File: src/hdl/nsc_pkg.sv
// Shared types and constants for the spoken-number clip sequencer.
package nsc_pkg;

	localparam int VALUE_W     = 24;
	localparam int DIGITS      = 7;
	localparam int BCD_W       = 4 * DIGITS;
	localparam int CLIP_W      = 4;
	localparam int MAX_CLIPS   = 11;
	localparam int PLACE_COUNT = 4;

	typedef logic [VALUE_W-1:0] value_t;
	typedef logic [BCD_W-1:0]   bcd_t;
	typedef logic [CLIP_W-1:0]  clip_t;
	typedef logic [3:0]         clip_cnt_t;

	localparam value_t VALUE_MAX = 24'd9999999;

	localparam clip_t CLIP_ZERO          = 4'd1;
	localparam clip_t CLIP_TEN           = 4'd11;
	localparam clip_t CLIP_POINT         = 4'd12;
	localparam clip_t CLIP_HUNDRED       = 4'd13;
	localparam clip_t CLIP_THOUSAND      = 4'd14;
	localparam clip_t CLIP_TEN_THOUSAND  = 4'd15;

	// Place words for the four digits above the units digit, highest first.
	localparam clip_t PLACE_CLIP [PLACE_COUNT] = '{
		CLIP_TEN_THOUSAND, CLIP_THOUSAND, CLIP_HUNDRED, CLIP_TEN
	};

endpackage

File: src/hdl/number_to_spoken_clip_sequence_unit.sv
// Top level of the spoken-number clip sequencer.
//
//  channel  | ports                                  | handshake
//  ---------+----------------------------------------+-------------------------------
//  command  | start, busy, scaled_value[23:0]        | word taken when start && !busy
//  result   | strobe, clip_number[3:0], last_clip    | one word per strobe cycle
//
// A command word runs through five register stages (saturate, three BCD conversion
// stages of eight bits each, clip list build) and then into a shift-out emitter.
// The emitter sends one clip per cycle and holds an item until its last clip (of 1 to
// 11) goes out; an item with nothing to speak passes through it as well. That emitter is
// what sets the sustained rate. The first clip then leaves through the output register.
// Reset clears all valid bits and the emitter count; no clearing pass is needed.
// The receiver cannot stall: backpressure comes only from the emitter, and busy
// rises when the stage-one register is full and cannot advance.
module number_to_spoken_clip_sequence_unit (
	input  logic            clk,
	input  logic            arst_n,
	input  logic            start,
	output logic            busy,
	input  nsc_pkg::value_t scaled_value,
	output logic            strobe,
	output nsc_pkg::clip_t  clip_number,
	output logic            last_clip
);
	import nsc_pkg::*;

	// Converter handshake and output.
	logic  conv_rdy;
	logic  conv_vld;
	bcd_t  conv_bcd;

	// Clip list build stage.
	logic       vld_s5;
	clip_t      list_s5 [MAX_CLIPS];
	clip_cnt_t  len_s5;
	logic       rdy_s5;

	clip_t      list_d [MAX_CLIPS];
	clip_cnt_t  len_d;
	logic [3:0] dig;
	logic [3:0] prev_dig;

	// Emitter.
	clip_t      shl_q [MAX_CLIPS];
	clip_cnt_t  rem_q;
	logic       take;

	// Output register.
	logic       strobe_q;
	clip_t      clip_q;
	logic       last_q;

	nsc_bcd_pipe u_bcd (
		.clk      (clk),
		.arst_n   (arst_n),
		.in_vld   (start),
		.in_rdy   (conv_rdy),
		.in_value (scaled_value),
		.out_vld  (conv_vld),
		.out_rdy  (rdy_s5),
		.out_bcd  (conv_bcd)
	);

	assign busy = !conv_rdy;

	// Build the compacted clip list for one value. Digits from the top:
	// [27:24] ten-thousands, [23:20] thousands, [19:16] hundreds, [15:12] tens,
	// [11:8] units, [7:4] tenths; the hundredths digit is dropped.
	always_comb begin
		for (int k = 0; k < MAX_CLIPS; k++) begin
			list_d[k] = CLIP_ZERO;
		end
		len_d    = '0;
		prev_dig = '0;
		dig      = '0;
		for (int i = 0; i < PLACE_COUNT; i++) begin
			dig = conv_bcd[BCD_W-1-4*i -: 4];
			if (dig != 4'd0) begin
				list_d[len_d] = dig + 4'd1;
				len_d         = len_d + 4'd1;
				list_d[len_d] = PLACE_CLIP[i];
				len_d         = len_d + 4'd1;
			end else if (prev_dig != 4'd0) begin
				// A zero is spoken only right under a nonzero digit.
				list_d[len_d] = CLIP_ZERO;
				len_d         = len_d + 4'd1;
			end
			prev_dig = dig;
		end
		// Units digit is spoken bare.
		if (conv_bcd[11:8] != 4'd0) begin
			list_d[len_d] = conv_bcd[11:8] + 4'd1;
			len_d         = len_d + 4'd1;
		end
		// Tenths digit follows the point word.
		if (conv_bcd[7:4] != 4'd0) begin
			list_d[len_d] = CLIP_POINT;
			len_d         = len_d + 4'd1;
			list_d[len_d] = conv_bcd[7:4] + 4'd1;
			len_d         = len_d + 4'd1;
		end
		// Value zero speaks a single zero.
		if (conv_bcd == '0) begin
			list_d[0] = CLIP_ZERO;
			len_d     = 4'd1;
		end
	end

	// Emitter takes a new list when idle or while its last clip goes out.
	assign take   = vld_s5 && (rem_q <= 4'd1);
	assign rdy_s5 = !vld_s5 || take;

	always_ff @(posedge clk or negedge arst_n) begin
		if (!arst_n) begin
			vld_s5   <= 1'b0;
			rem_q    <= '0;
			strobe_q <= 1'b0;
			last_q   <= 1'b0;
		end else begin
			if (rdy_s5) vld_s5 <= conv_vld;
			// Emit the head clip whenever the emitter holds one.
			strobe_q <= (rem_q != 4'd0);
			last_q   <= (rem_q == 4'd1);
			if (take) begin
				rem_q <= len_s5;
			end else if (rem_q != 4'd0) begin
				rem_q <= rem_q - 4'd1;
			end
		end
	end

	always_ff @(posedge clk) begin
		if (rdy_s5 && conv_vld) begin
			list_s5 <= list_d;
			len_s5  <= len_d;
		end
		clip_q <= shl_q[0];
		if (take) begin
			shl_q <= list_s5;
		end else begin
			// Advance the list by one clip.
			for (int k = 0; k < MAX_CLIPS - 1; k++) begin
				shl_q[k] <= shl_q[k+1];
			end
			shl_q[MAX_CLIPS-1] <= CLIP_ZERO;
		end
	end

	assign strobe      = strobe_q;
	assign clip_number = clip_q;
	assign last_clip   = last_q;

endmodule

File: src/hdl/nsc_bcd_pipe.sv
// Binary to BCD converter: saturating input stage and three shift-add-3 stages.
module nsc_bcd_pipe (
	input  logic           clk,
	input  logic           arst_n,
	input  logic           in_vld,
	output logic           in_rdy,
	input  nsc_pkg::value_t in_value,
	output logic           out_vld,
	input  logic           out_rdy,
	output nsc_pkg::bcd_t  out_bcd
);
	import nsc_pkg::*;

	// Eight shift-add-3 steps: adjust every digit, then shift in one bit.
	function automatic bcd_t dd8(input bcd_t bcd_in, input logic [7:0] bits);
		bcd_t b;
		b = bcd_in;
		for (int s = 7; s >= 0; s--) begin
			for (int k = 0; k < DIGITS; k++) begin
				if (b[4*k +: 4] >= 4'd5) begin
					b[4*k +: 4] = b[4*k +: 4] + 4'd3;
				end
			end
			b = {b[BCD_W-2:0], bits[s]};
		end
		return b;
	endfunction

	logic           vld_s1, vld_s2, vld_s3, vld_s4;
	value_t         v_s1;
	bcd_t           bcd_s2, bcd_s3, bcd_s4;
	logic [15:0]    low_s2;
	logic [7:0]     low_s3;
	logic           rdy_s1, rdy_s2, rdy_s3, rdy_s4;

	assign rdy_s4 = !vld_s4 || out_rdy;
	assign rdy_s3 = !vld_s3 || rdy_s4;
	assign rdy_s2 = !vld_s2 || rdy_s3;
	assign rdy_s1 = !vld_s1 || rdy_s2;
	assign in_rdy = rdy_s1;

	always_ff @(posedge clk or negedge arst_n) begin
		if (!arst_n) begin
			vld_s1 <= 1'b0;
			vld_s2 <= 1'b0;
			vld_s3 <= 1'b0;
			vld_s4 <= 1'b0;
		end else begin
			if (rdy_s1) vld_s1 <= in_vld;
			if (rdy_s2) vld_s2 <= vld_s1;
			if (rdy_s3) vld_s3 <= vld_s2;
			if (rdy_s4) vld_s4 <= vld_s3;
		end
	end

	always_ff @(posedge clk) begin
		if (rdy_s1 && in_vld) begin
			v_s1 <= (in_value > VALUE_MAX) ? VALUE_MAX : in_value;
		end
		if (rdy_s2 && vld_s1) begin
			bcd_s2 <= dd8('0, v_s1[23:16]);
			low_s2 <= v_s1[15:0];
		end
		if (rdy_s3 && vld_s2) begin
			bcd_s3 <= dd8(bcd_s2, low_s2[15:8]);
			low_s3 <= low_s2[7:0];
		end
		if (rdy_s4 && vld_s3) begin
			bcd_s4 <= dd8(bcd_s3, low_s3);
		end
	end

	assign out_vld = vld_s4;
	assign out_bcd = bcd_s4;

endmodule

File: config.mk
export PLATFORM = sky130hd
export DESIGN_NAME = number_to_spoken_clip_sequence_unit
export DESIGN_NICKNAME = d
export VERILOG_FILES = /design/src/hdl/nsc_pkg.sv /design/src/hdl/number_to_spoken_clip_sequence_unit.sv /design/src/hdl/nsc_bcd_pipe.sv
export SDC_FILE = /design/constraint.sdc
export NUM_CORES = 1
export LEC_CHECK = 0
export BUFFER_PORTS_ARGS = -buffer_cell sky130_fd_sc_hd__clkbuf_2
export CAP_MARGIN = 20
export CORE_ASPECT_RATIO = 1.5
export CORE_MARGIN = 3
export CORE_UTILIZATION = 65
export CTS_BUF_LIST = sky130_fd_sc_hd__clkbuf_8
export DETAILED_ROUTE_END_ITERATION = 16
export PLACE_DENSITY = 0.88
export SLEW_MARGIN = 20
export SYNTH_ARGS = -nofsm -noshare
export SYNTH_HDL_FRONTEND = slang
export SYNTH_HIERARCHICAL = 1
export SYNTH_SLANG_ARGS = --single-unit
File: constraint.sdc
create_clock -name clk -period 18.15 [get_ports clk]
set_clock_uncertainty 0.05 [all_clocks]
set_input_delay 2.7225 -clock clk [delete_from_list [all_inputs] [get_ports clk]]
set_output_delay 2.7225 -clock clk [all_outputs]
set_load 0.02 [all_outputs]
==> flow_summary.toml <==
[outcome]
status = "finished, final reports clean"

[placement]
io_buffer_count = 33
dpl.hpwl_um = 43600
place_congestion = 1.02
pre_cts_slack_ns = 10.81

[drt]
dr.pass1.iters = 6
routedWlPerCell_um = 18.9
routed_via_density = 6.58
antenna_left = 0
dr.first_iter.drc_count = 1482
drcViolationCount = 0
routed-via-count = 19800
wirelength_um = 56600

[job]
maxCapViolCount = 0

[synth]
synthArstFlopShare = 0.0514
synth_top_area_cell = "edfxtp_1"
yosys-top-cells-count = "349 x nand2_1, 203 x nor2_1, 164 x a21oi_1"
synth-seq-cells = 214
ys_types = 140
synth_area_um2 = 21200
synth.most_common_cell = "nand2_1"
synthFlopType = "edfxtp_1"
synth_warnings = 6
syn_inst = 2581
yosys-top-cells-area = "edfxtp_1 22%, ha_1 7.0%, nand2_1 6.2%"
synth_nets = 2726
synth_edf_count = 155
synth.avg_cell_area_um2 = 8.21
netlist.area_leader.share = 0.220
seq_area_frac_synth = 0.278

[clocking]
cts_resized = 0
cts_root_buf = "clkbuf_8"
clk_pin_slew_ns = 0.06
hold_buffers = 0
clock_latency_ns = 0.56
cts_buffers = 35
cts_tree = "yes"
clock-sinks = 214
cts_buffer_depth = 3
cts-htree-levels = 2
cts_setup_buffers = 0

[sta]
setup_tns_ns = 0
slew_headroom = 0.235
min_period_ns = 7.50
hold_violations = 0
fin_crit_sh = 0.413
setup_viol = 0
slew_viol_final = 0
timing.fmax_ghz = 0.133
fin_ws_ns = 10.65
tightest_slew_ns = 1.14
rsz0062_at_grt = "no"

[global_routing]
grt_overflow = 0
grt_max_degree = 49
grt_pass1_wl_um = 91500
grtUsageTotal = 0.314
antenna_found_initial = 0
grt_pass1_vias = 19200

[final_layout]
diodes = 0
syn2layout_area_growth_pct = 5.31
n_fill_cell = 2541
final_nets = 2713
layout-drive-gt1-share = 0.109

[worst_setup_path]
required_ns = 18.40
cp-end-kind = "register"
arrival_ns = 7.76
cp_max_fo = 7
crit_path_start_kind = "register"
cp_num_buf_inv = 6
critPathMaxStageDelay_ns = 0.48
crit_family = "compound AO/OA/AOI/OAI gates"
slowest_stage = "edfxtp_1"
timing.critical_path.mode_cell = "ha_1"
worstSetupPathType = "register to register"

[die]
initial_core_util = 0.663
core_um2 = 31900
die_y_um = 227
num_rows = 80
die_x_um = 153
dieArea_um2 = 34800
io_pins = 34

[worst_hold_path]
min_path_type = "register to register"
-- worst paths after layout --
check / startpoint / endpoint / slack (ns) / cells after the start
setup / recovery: u_bcd/bcd_s2[0]$_DFFE_PP_ / u_bcd/bcd_s3[7]$_DFFE_PP_ / 10.65 / 35
hold / removal: shl_q[41]$_DFF_P_ / clip_number[1]$_DFF_P_ / 0.28 / 0
setup reg to reg: u_bcd/bcd_s2[0]$_DFFE_PP_ / u_bcd/bcd_s3[7]$_DFFE_PP_ / 10.65 / 35
hold reg to reg: shl_q[41]$_DFF_P_ / clip_number[1]$_DFF_P_ / 0.28 / 0
max in group asynchronous: arst_n / rem_q[0]$_DFFE_PN0P_ / 15.81 / 1
min in group asynchronous: arst_n / u_bcd/vld_s3$_DFFE_PN0P_ / 1.98 / 1
-- routing by layer --
| metal | GRT usage | vias up | share of wire | routed length [um] |
|---|---|---|---|---|
| met4 | 0.210 | 0 | 0.073 | 4150 |
| met2 | 0.622 | 643 | 0.54 | 30400 |
| met1 | 0.301 | 9341 | 0.35 | 19800 |
| met3 | 0.0348 | 210 | 0.040 | 2240 |
| li1 | - | 9572 | - | - |
| met5 | 0 | - | 0 | 0 |
-- state kept, by name, summed over array words and instances, names as in the netlist, 4 cells and up --
signal         cells
clip_number        4
len_s5             4
list_s5           44
rem_q              4
shl_q             44
u_bcd/bcd_s2      10
u_bcd/bcd_s3      21
u_bcd/low_s2      16
u_bcd/low_s3       8
u_bcd/out_bcd     28
u_bcd/v_s1        24
-- layout by cell type (no fill, tap or decap), types with 20 or more instances in the layout --
cell type | Yosys | layout
nor3_1 | 68 | 68
ha_1 | 118 | 118
nand3_1 | 49 | 49
a21oi_1 | 164 | 164
clkbuf_8 | 0 | 39
clkbuf_2 | 0 | 33
nand2_1 | 349 | 349
nor2b_1 | 33 | 31
a22oi_1 | 22 | 22
a211oi_1 | 45 | 45
o21ai_0 | 148 | 148
o21a_1 | 26 | 26
inv_1 | 129 | 140
or2_2 | 20 | 20
o211ai_1 | 28 | 28
mux2_2 | 29 | 29
o22ai_1 | 34 | 34
mux2i_1 | 46 | 46
nand2b_1 | 56 | 56
xor2_1 | 20 | 20
a211o_1 | 22 | 22
dfxtp_1 | 48 | 48
o21ai_1 | 40 | 40
edfxtp_1 | 155 | 155
a31oi_1 | 31 | 31
a21o_1 | 29 | 29
nor2_1 | 203 | 203
xnor2_1 | 64 | 64
and2_1 | 51 | 50
-- final cells by class --
type,count,area (um^2),share of cell area
clock buffers,39,537,0.0241
flip-flops and latches,214,5890,0.264
well taps,410,513,0.0230
repair buffers,49,285,0.0128
inverters,141,532,0.0238
multi-input cells,2127,14300,0.643
clock inverters,24,216,0.00970
-- kinds of logic after synthesis --
family | count (synthesis) | synth area share
xor+xnor | 94 | 0.0432
simple gates | 963 | 0.222
mux | 87 | 0.0449
fa+ha+maj | 121 | 0.0711
compound gates | 862 | 0.294
flops | 214 | 0.278
buf+inv | 240 | 0.0467
-- stage by stage --
stage	cell area (um^2)	hold slack [ns]	cells	utilization
4_1_cts	22300	0.280	3004	0.698
3_5_place_dp	21500	0.266	2941	0.675
5_1_grt	22300	0.287	3004	0.699
3_3_place_gp	21500	0.262	2941	0.675
6_report	22300	0.277	3004	0.699
2_1_floorplan	21200	0.260	2581	-
Power is not shown: default switching activity piles up to over one toggle a cycle in this logic, so the estimate is an artifact.
